==> src/hw/rtl/puset_pkg.sv <==
// ----------------------------------------------------------------------------
// puset_pkg
// Shared widths, command codes and status codes for the packed unsorted set.
// ----------------------------------------------------------------------------
package puset_pkg;

  localparam int CMD_W            = 2;
  localparam int KEY_W            = 32;
  localparam int STATUS_W         = 2;
  localparam int SLOT_W           = 7;
  localparam int ENTRY_COUNT_W    = 8;
  localparam int DEFAULT_CAPACITY = 128;

  localparam logic [CMD_W-1:0] CMD_FIND   = 2'd0;
  localparam logic [CMD_W-1:0] CMD_INSERT = 2'd1;
  localparam logic [CMD_W-1:0] CMD_DELETE = 2'd2;

  typedef enum logic [STATUS_W-1:0] {
    ST_OK        = 2'd0,
    ST_NOT_FOUND = 2'd1,
    ST_FULL      = 2'd2,
    ST_PRESENT   = 2'd3
  } status_t;

endpackage

==> src/hw/rtl/puset_if.sv <==
// ----------------------------------------------------------------------------
// puset_if
// Request and response channels of the packed unsorted set.
// ----------------------------------------------------------------------------
interface puset_req_if;
  logic                              valid;
  logic                              ready;
  logic [puset_pkg::CMD_W-1:0]       cmd;
  logic signed [puset_pkg::KEY_W-1:0] key_value;

  modport source (output valid, output cmd, output key_value, input ready);
  modport sink   (input valid, input cmd, input key_value, output ready);
endinterface

interface puset_rsp_if;
  logic                                valid;
  logic                                ready;
  logic [puset_pkg::STATUS_W-1:0]      status;
  logic [puset_pkg::SLOT_W-1:0]        slot;
  logic [puset_pkg::ENTRY_COUNT_W-1:0] entry_count;

  modport source (output valid, output status, output slot, output entry_count, input ready);
  modport sink   (input valid, input status, input slot, input entry_count, output ready);
endinterface

==> src/hw/rtl/packed_unsorted_set.sv <==
// ----------------------------------------------------------------------------
// packed_unsorted_set
// Packed, unsorted set of 32-bit values with linear search, append insert
// and swap-with-last delete, held in a single-port-read memory.
// ----------------------------------------------------------------------------
// find and insert scan the entries held, one read a cycle, then decide; a delete
//   hit adds a move state that writes the last entry into the hole before responding
// one request at a time: the next is taken the cycle after the response is consumed
// reset: entry count cleared, memory contents left undefined until written
// ----------------------------------------------------------------------------
module packed_unsorted_set #(
  parameter int CAPACITY = puset_pkg::DEFAULT_CAPACITY
) (
  input logic         clk,
  input logic         rst,
  puset_req_if.sink   req,
  puset_rsp_if.source rsp
);

  localparam int IDX_W = (CAPACITY > 1) ? $clog2(CAPACITY) : 1;
  localparam int CNT_W = $clog2(CAPACITY + 1);

  typedef enum logic [2:0] {
    S_IDLE,
    S_SCAN,
    S_DECIDE,
    S_MOVE,
    S_RESP
  } state_t;

  state_t                        state;
  logic [puset_pkg::CMD_W-1:0]   cmd;
  logic [puset_pkg::KEY_W-1:0]   key;
  logic [IDX_W-1:0]              scan_idx;
  logic [IDX_W-1:0]              pos;
  logic                          hit;
  logic [CNT_W-1:0]              count;
  puset_pkg::status_t            rsp_status;
  logic [IDX_W-1:0]              rsp_slot;
  logic [CNT_W-1:0]              rsp_count;

  logic [puset_pkg::KEY_W-1:0]   mem [CAPACITY];
  logic [puset_pkg::KEY_W-1:0]   rdata;
  logic [IDX_W-1:0]              raddr;
  logic                          we;
  logic [IDX_W-1:0]              waddr;
  logic [puset_pkg::KEY_W-1:0]   wdata;

  logic                          match;
  logic                          scan_last;
  logic                          full;
  logic [IDX_W-1:0]              last_idx;

  assign match     = (rdata == key);
  assign scan_last = ((CNT_W'(scan_idx) + CNT_W'(1)) >= count);
  assign full      = (count == CNT_W'(CAPACITY));
  assign last_idx  = IDX_W'(count - CNT_W'(1));

  // memory port control
  always_comb begin
    raddr = '0;
    we    = 1'b0;
    waddr = pos;
    wdata = key;
    unique case (state)
      S_IDLE:   raddr = '0;
      S_SCAN:   raddr = IDX_W'(scan_idx + IDX_W'(1));
      S_DECIDE: begin
        raddr = last_idx;
        if (cmd == puset_pkg::CMD_INSERT && !hit && !full) begin
          we    = 1'b1;
          waddr = count[IDX_W-1:0];
        end
      end
      S_MOVE: begin
        // last entry fills the hole
        we    = 1'b1;
        waddr = pos;
        wdata = rdata;
      end
      S_RESP:   raddr = '0;
      default:  raddr = '0;
    endcase
  end

  always_ff @(posedge clk) begin
    rdata <= mem[raddr];
    if (we) begin
      mem[waddr] <= wdata;
    end
  end

  always_ff @(posedge clk) begin
    if (rst) begin
      state <= S_IDLE;
      count <= '0;
    end else begin
      unique case (state)
        S_IDLE: begin
          if (req.valid) begin
            cmd      <= req.cmd;
            key      <= req.key_value;
            scan_idx <= '0;
            pos      <= '0;
            hit      <= 1'b0;
            state    <= (count == '0) ? S_DECIDE : S_SCAN;
          end
        end
        S_SCAN: begin
          if (match) begin
            hit   <= 1'b1;
            pos   <= scan_idx;
            state <= S_DECIDE;
          end else if (scan_last) begin
            state <= S_DECIDE;
          end else begin
            scan_idx <= IDX_W'(scan_idx + IDX_W'(1));
          end
        end
        S_DECIDE: begin
          priority if (cmd == puset_pkg::CMD_INSERT) begin
            state <= S_RESP;
            priority if (hit) begin
              rsp_status <= puset_pkg::ST_PRESENT;
              rsp_slot   <= pos;
              rsp_count  <= count;
            end else if (full) begin
              rsp_status <= puset_pkg::ST_FULL;
              rsp_slot   <= '0;
              rsp_count  <= count;
            end else begin
              rsp_status <= puset_pkg::ST_OK;
              rsp_slot   <= count[IDX_W-1:0];
              rsp_count  <= CNT_W'(count + CNT_W'(1));
              count      <= CNT_W'(count + CNT_W'(1));
            end
          end else if (cmd == puset_pkg::CMD_DELETE) begin
            if (hit) begin
              // the last entry is read here and written into the hole in S_MOVE
              state <= S_MOVE;
            end else begin
              state      <= S_RESP;
              rsp_status <= puset_pkg::ST_NOT_FOUND;
              rsp_slot   <= pos;
              rsp_count  <= count;
            end
          end else begin
            state      <= S_RESP;
            rsp_status <= hit ? puset_pkg::ST_OK : puset_pkg::ST_NOT_FOUND;
            rsp_slot   <= pos;
            rsp_count  <= count;
          end
        end
        S_MOVE: begin
          rsp_status <= puset_pkg::ST_OK;
          rsp_slot   <= pos;
          rsp_count  <= CNT_W'(count - CNT_W'(1));
          count      <= CNT_W'(count - CNT_W'(1));
          state      <= S_RESP;
        end
        S_RESP: begin
          if (rsp.ready) begin
            state <= S_IDLE;
          end
        end
        default: state <= S_IDLE;
      endcase
    end
  end

  assign req.ready       = (state == S_IDLE);
  assign rsp.valid       = (state == S_RESP);
  assign rsp.status      = rsp_status;
  assign rsp.slot        = puset_pkg::SLOT_W'(rsp_slot);
  assign rsp.entry_count = puset_pkg::ENTRY_COUNT_W'(rsp_count);

endmodule
==> src/flat_wrapper.sv <==
// flat-port wrapper written by rule: the top's interface ports become plain ports
module packed_unsorted_set_flat 
#(
  parameter int CAPACITY = puset_pkg::DEFAULT_CAPACITY
)
  (clk, rst, req_valid, req_cmd, req_key_value, req_ready, rsp_valid, rsp_status, rsp_slot, rsp_entry_count, rsp_ready);
  puset_req_if req_i ();
  puset_rsp_if rsp_i ();
  input logic clk;
  input logic rst;
  input wire logic [$bits(req_i.valid)-1:0] req_valid;
  input wire logic [$bits(req_i.cmd)-1:0] req_cmd;
  input wire logic [$bits(req_i.key_value)-1:0] req_key_value;
  output wire logic [$bits(req_i.ready)-1:0] req_ready;
  output wire logic [$bits(rsp_i.valid)-1:0] rsp_valid;
  output wire logic [$bits(rsp_i.status)-1:0] rsp_status;
  output wire logic [$bits(rsp_i.slot)-1:0] rsp_slot;
  output wire logic [$bits(rsp_i.entry_count)-1:0] rsp_entry_count;
  input wire logic [$bits(rsp_i.ready)-1:0] rsp_ready;
  assign req_i.valid = req_valid;
  assign req_i.cmd = req_cmd;
  assign req_i.key_value = req_key_value;
  assign req_ready = req_i.ready;
  assign rsp_valid = rsp_i.valid;
  assign rsp_status = rsp_i.status;
  assign rsp_slot = rsp_i.slot;
  assign rsp_entry_count = rsp_i.entry_count;
  assign rsp_i.ready = rsp_ready;
  packed_unsorted_set #(.CAPACITY(CAPACITY)) u_core (.clk(clk), .rst(rst), .req(req_i), .rsp(rsp_i));
endmodule
==> config.mk <==
export PLATFORM = sky130hd
export DESIGN_NAME = packed_unsorted_set_flat
export DESIGN_NICKNAME = d
export VERILOG_FILES = /design/src/hw/rtl/puset_pkg.sv /design/src/hw/rtl/puset_if.sv /design/src/hw/rtl/packed_unsorted_set.sv /design/src/flat_wrapper.sv
export SDC_FILE = /design/constraint.sdc
export NUM_CORES = 2
export LEC_CHECK = 0
export ABC_AREA = 1
export BUFFER_PORTS_ARGS = -buffer_cell sky130_fd_sc_hd__buf_2
export CAP_MARGIN = 20
export CELL_PAD_IN_SITES_DETAIL_PLACEMENT = 1
export CELL_PAD_IN_SITES_GLOBAL_PLACEMENT = 2
export CORE_MARGIN = 5
export CORE_UTILIZATION = 40
export DETAILED_ROUTE_END_ITERATION = 16
export GPL_TIMING_DRIVEN = 0
export PLACE_DENSITY = 0.8
export REMOVE_ABC_BUFFERS = 1
export SETUP_SLACK_MARGIN = 0.2
export SLEW_MARGIN = 20
export SYNTH_ARGS = -nofsm -noshare
export SYNTH_HDL_FRONTEND = slang
export SYNTH_SLANG_ARGS = --single-unit
==> constraint.sdc <==
create_clock -name clk -period 7.5 [get_ports clk]
set_input_delay 1.5 -clock clk [delete_from_list [all_inputs] [get_ports clk]]
set_output_delay 1.5 -clock clk [all_outputs]
set_load 0.01 [all_outputs]
Word-level counts from Yosys, hierarchy flattened
Memory sizes are Yosys's and may differ from the RTL's. A register that Yosys moved wholly into a read port is not among the register bits.
Cells that the tools add are included.
- register bits after elaboration: 77
- latch bits: 0
- memory bits (writable): 4096
- memory bits (read-only): 0
- input bits: 38
- output and inout bits: 19
- logic and storage cells: 94
- memories kept: 1
- memory list (name ; depth ; bits a word ; read ports ; clocked after Yosys merged registers in ; wr ports ; RTL line ; text):
    u_core.mem ; 128 ; 32 ; 1 ; 1 ; 1 ; packed_unsorted_set.sv:42 ; logic [puset_pkg::KEY_W-1:0] mem [CAPACITY];
- $add $sub $neg: 4
- $mul: 0
- divide/modulo/power cells: 0
- magnitude comparators: 1
- equality and inequality tests: 16
- shift operators: 0
- multiplexer cells: 47
- bitwise gates (word level): 1
- reductions and logical operators: 14
- operators by type and width (operator ; count):
    $mux W7 ; 11
    $pmux W7 S2 ; 4
    $mux W8 ; 6
    $eq A32 B32 Y1 ; 1
    $mux W32 ; 1
    $pmux W8 S2 ; 2
    $mux W3 ; 7
    $pmux W3 S5 ; 1
    $mux W2 ; 6
    $reduce_and A3 Y1 ; 3
    $add A7 B1 Y8 const B ; 1
    $add A8 B1 Y8 const B ; 1
    $eq A8 B8 Y1 const B ; 1
    $ge A8 B8 Y1 ; 1
    $logic_not A8 Y1 ; 1
    $sub A8 B1 Y8 const B ; 1
    $add A7 B1 Y7 const B ; 1
    $eq A3 B2 Y1 const B ; 2
    $mux W1 ; 6
    $ne A2 B1 Y1 const B ; 3
    $ne A2 B2 Y1 const B ; 3
    $reduce_and A5 Y1 ; 1
    $ne A4 B4 Y1 const B ; 1
    $pmux W1 S2 ; 2
    13 further kinds ; 16

Logic depth before layout (Yosys ltp)
- word-level depth: 7
- gate-level depth with buffers: 17
- mapped depth without buffers: 17

Worst setup path before layout
OpenSTA, ideal clock, no wires.
- kind: register to register
- start point: register u_core.state[1]
- end point: memory u_core.mem[0][29] (netlist name), data pin
- setup time: 1.198 ns
- arrival: 6.100 ns
- data required time: 6.302 ns
- slack: 0.202 ns
- cell stages (with the launch flop): 7
- buffers on the path: 2
- period minus slack after synthesis: 7.298 ns
- path through: dfxtp_1 > inv_2 > nor2_1 > nand2_1 > clkbuf_1 > clkbuf_1 > o21ai_0
- cells in the longest elaborated chain, start to end: 2
- RTL lines (element ; RTL line ; text):
    start, declared ; packed_unsorted_set.sv:31 ; state_t state;
    start signal, assigned ; packed_unsorted_set.sv:106 ; state <= (count == '0) ? S_DECIDE : S_SCAN;
    $eq A3 B2 Y1 ; packed_unsorted_set.sv:65 ; unique case (state)
    $mux W32 ; packed_unsorted_set.sv:65 ;
    via u_core.wdata, one bit ; packed_unsorted_set.sv:47 ; logic [puset_pkg::KEY_W-1:0] wdata;
    end, declared ; packed_unsorted_set.sv:42 ;
The timed path passes the listed nets, and every way through them passes these cells.

Worst setup path in the final report
- start point: register u_core.count[0]
- end point: register u_core.rdata[10] (netlist name), read port of u_core.mem
- cells in the longest elaborated chain, start to end: 2
- RTL lines (element ; RTL line ; text):
    start, declared ; packed_unsorted_set.sv:37 ; logic [CNT_W-1:0] count;
    start signal, assigned ; packed_unsorted_set.sv:135 ; count <= CNT_W'(count + CNT_W'(1));
    start signal, assigned ; packed_unsorted_set.sv:158 ; count <= CNT_W'(count - CNT_W'(1));
    $sub A8 B1 Y8 ; packed_unsorted_set.sv:57 ; assign last_idx = IDX_W'(count - CNT_W'(1));
    $pmux W7 S2 ; packed_unsorted_set.sv:65 ;
    end, declared ; packed_unsorted_set.sv:43 ; logic [puset_pkg::KEY_W-1:0] rdata;
Every way passes these cells.
A chain may end at the register's enable or synchronous reset.

==> summary.txt <==
Outcome
  – Outcome: completed

STA
  – Slew Viols, Final: 0
  – Worst Skew: 0.0629 ns
  – Final period util: 0.901
  – Final min period: 6.75 ns
  – Slew headroom: 0.258
  – Setup violations, final: 0
  – Fmax: 148 MHz
  – Worst Tran Pin Value: 1.11 ns
  – RSZ-0062 raised after global routing: no
  – Min Hold Slack: 0.575 ns
  – Endpoints failing hold: 0

Logic synthesis
  – Ys Warns: 0
  – Top cell type's share of synthesized area: 0.729
  – Ys async rst share: 0
  – Synth Area in XOR/XNOR: 0.00148
  – Synth area leaders: edfxtp_1, nand3_1, nand2_1, clkbuf_1, buf_2
  – Compound-Gate Fraction of Synth Area: 0.00276
  – Synthesized-area fraction occupied by adder cells: 0.000876
  – Syn avg cell area: 12.1 um2
  – Post-synth EDFFs: 4162
  – Yosys cell types: 39
  – Top_reg_cell synth: edfxtp_1
  – Seq cells post-synth: 4205
  – Seq/Total Area, Yosys: 0.734
  – Post-Syn Instances: 14109
  – Post-Syn Area: 171000 um2
  – Simple-Gate Fraction of Synth Area: 0.231
  – Largest family of logic cells by synthesized area: simple AND/OR/NAND/NOR gates
  – Leading area contributor after synthesis: edfxtp_1
  – Mux cell area share after synthesis: 0

GRT
  – GRT Total Usage: 0.260
  – Largest net degree at the start of global routing: 110
  – GRT overflow: 0
  – First-pass GRT wire length: 857000 um
  – Number of global-route vias before repair: 123269
  – Initial antenna violation count: 14

Drt
  – Via density: 6.02
  – Initial DRT Pass Iterations: 8
  – Drt drc: 0
  – Antenna-violating nets left: 0
  – Post-Route WL: 595000 um
  – Via count: 120889
  – Initial drt markers: 13239
  – Drt wl/cell: 29.6 um

Power
  – Combinational power share: 0.375
  – Sw Ratio: 0.396
  – Clk pwr share: 0.276
  – Peak supply drop: 0.316 mV
  – Switching power: 0.0306 W
  – Cell-internal power: 0.0468 W
  – Seq pwr share: 0.349
  – P per Cell Area: 383 nW/um2
  – Leak: 68.7 nW

Clock network
  – Setup Buffers After CTS: 0
  – Hold-fix buffers, CTS: 0
  – CTS tree: done
  – Reg clk slew, reported paths: 0.06 ns
  – # H-tree levels: 5
  – Num CTS Buffers: 440
  – Resized Gates After CTS: 0
  – Clock latency on the worst-skew pair: 1.03 ns
  – Root Driver: clkbuf_16
  – Clk sinks: 4205
  – Clock Path Buffers: 4

Worst setup path
  – Setup CP Type: flip-flop to flip-flop
  – R2R Setup Slk: 0.75 ns
  – R2r endpoint: u_core.rdata[10]
  – Crit start category: flip-flop
  – Crit-path max FO: 94
  – Setup crit start: u_core.count[0]
  – Critical path arrival: 7.64 ns
  – CP Data Required Time: 8.39 ns
  – Worst r2r path cells: 19
  – Critical R2R Launch: u_core.count[0]
  – Worst Setup End Kind: flip-flop

Worst hold path
  – Hold Crit Depth: 2
  – Hold Path End: u_core.count[7]
  – Hold/Removal Path Class: flip-flop to flip-flop
  – Hold path start: u_core.count[7]

Floorplanning
  – Chip width: 665 um
  – Area of the core: 427000 um2
  – Die Area: 442000 um2
  – Ports: 57
  – Cell Rows: 240
  – Die H: 665 um
  – Starting Density: 0.401

Finish
  – Syn-to-layout area delta: 17.9%
  – Final Cell Area: 202000 um2
  – Register Area: 126000 um2
  – Layout cell share with drive strength beyond 1: 0.0968
  – Layout Cells excl Fill: 20078
  – Final-layout fill cell count: 43427
  – Multi-input gate area: 41800 um2
  – # nets final: 14068

Place
  – Port bufs: 56
  – DP HPWL: 365000 um
  – Placer congestion estimate: 0.781
  – Post-DP Area: 188000 um2
  – Placed cell count: 19263

Flow run
  – Max-cap violations: 0
[metrics by stage]
stage                     worst slack, ns  TNS [ns]  utilization  total power, W
after detailed placement            0.848         0        0.441          0.0560
after global routing                0.468         0        0.473          0.0802
after global placement            -443.88         -        0.408          0.0432
final                               0.745         0        0.473          0.0774
after CTS                           0.810         0        0.473          0.0774
after floorplan                   -137.76  -4854.81            -          0.0412
[flip-flops by register name, indices dropped and copies added, names as in the netlist]
name and flops:
u_core.rsp.slot 7, u_core.key 32, u_core.rsp.status 2, u_core.rdata 32, u_core.rsp.entry_count 8, u_core.pos 7, u_core.state 3, u_core.hit 1
u_core.count 8, u_core.scan_idx 7, u_core.cmd 2, u_core.mem 4096
[worst max path at each step]
stage | endpoint | slack, ns | cells past startpoint
6_report | u_core.rdata[10] | 0.75 | 19
3_5_place_dp | u_core.rdata[10] | 0.85 | 19
2_1_floorplan | u_core.rdata[12] | -137.76 | 12
3_3_place_gp | u_core.rdata[16] | -443.88 | 12
5_1_grt | u_core.rdata[10] | 0.47 | 19
4_1_cts | u_core.rdata[10] | 0.81 | 19
[logic make-up after synthesis]
kind of cell | after synthesis
and+or+nand+nor | 8578
DFF | 4205
buffers and inverters | 1205
AOI/OAI and AO/OA | 80
xor gates and xnor gates | 29
adders and majority gates | 12
[cell usage in the layout, fill, tap and decap left out, types with 13 or more instances in the layout]
master / count
o21ai_4: 18
buf_8: 15
dfxtp_1: 43
bufinv_16: 31
o21ai_0: 28
buf_12: 126
inv_2: 13
clkinv_2: 76
clkbuf_1: 100
edfxtp_1: 4162
nand3_1: 5717
buf_16: 354
buf_2: 56
nor2_4: 128
clkinv_1: 120
nand4_1: 13
xor2_1: 20
nand2_1: 2602
nor2_1: 47
clkbuf_16: 444
nand2_4: 27
inv_1: 79
[power groups by stage]
stage / clock network [W] / logic [W] / registers (W)
2_1_floorplan: 0 / 0.0135 / 0.0277
6_report: 0.0214 / 0.0290 / 0.0270
4_1_cts: 0.0216 / 0.0288 / 0.0270
3_5_place_dp: 0 / 0.0285 / 0.0275
5_1_grt: 0.0226 / 0.0306 / 0.0270
3_3_place_gp: 0 / 0.0148 / 0.0283
[layer usage]
layer / share of wire / track usage / vias up
met2: 0.47 / 0.421 / 5185
li1: - / - / 51729
met5: 0.000013 / 0 / -
met3: 0.071 / 0.0344 / 1227
met4: 0.062 / 0.142 / 2
met1: 0.39 / 0.342 / 62746
[worst max-delay path, stage by stage, from the launching register on]
cell and delay, ns:
dfxtp_1 0.51, inv_1 0.24, ha_1 0.37, inv_1 0.09, nand3_1 0.19, nand2_8 0.39, buf_16 0.41, buf_16 0.28
buf_16 0.27, inv_8 0.52, buf_16 0.35, buf_16 0.41, buf_16 0.39, nand3_1 0.14, nand3_1 0.13, nand3_1 0.12
nand3_1 0.27, nand3_1 0.43, nand3_1 0.40, nand2_1 0.08
[cell type report]
| class | instances | share of cell area |
|---|---|---|
| clock inverters | 260 | 0.0111 |
| clock buffers | 549 | 0.0572 |
| flip-flops and latches | 4205 | 0.623 |
| inverters | 100 | 0.00208 |
| multi-input cells | 8699 | 0.207 |
| repair buffers | 572 | 0.0642 |
| well taps | 5687 | 0.0352 |
| diodes | 6 | 0.0000743 |
[synthesized netlist by cell type (all sizes together) (2+ instances only)]
cell type / count
nand3: 5719
edfxtp: 4162
nand2: 2633
buf: 578
clkbuf: 527
nor2: 178
inv: 98
o21ai: 52
dfxtp: 43
nor3: 20
xor2: 20
nand4: 13
ha: 12
or2: 12
a21oi: 10
xnor2: 9
a31oi: 7
o211ai: 3
o221ai: 3
clkinv: 2
nor4: 2
o22ai: 2
(Power assumes the default switching activity.)
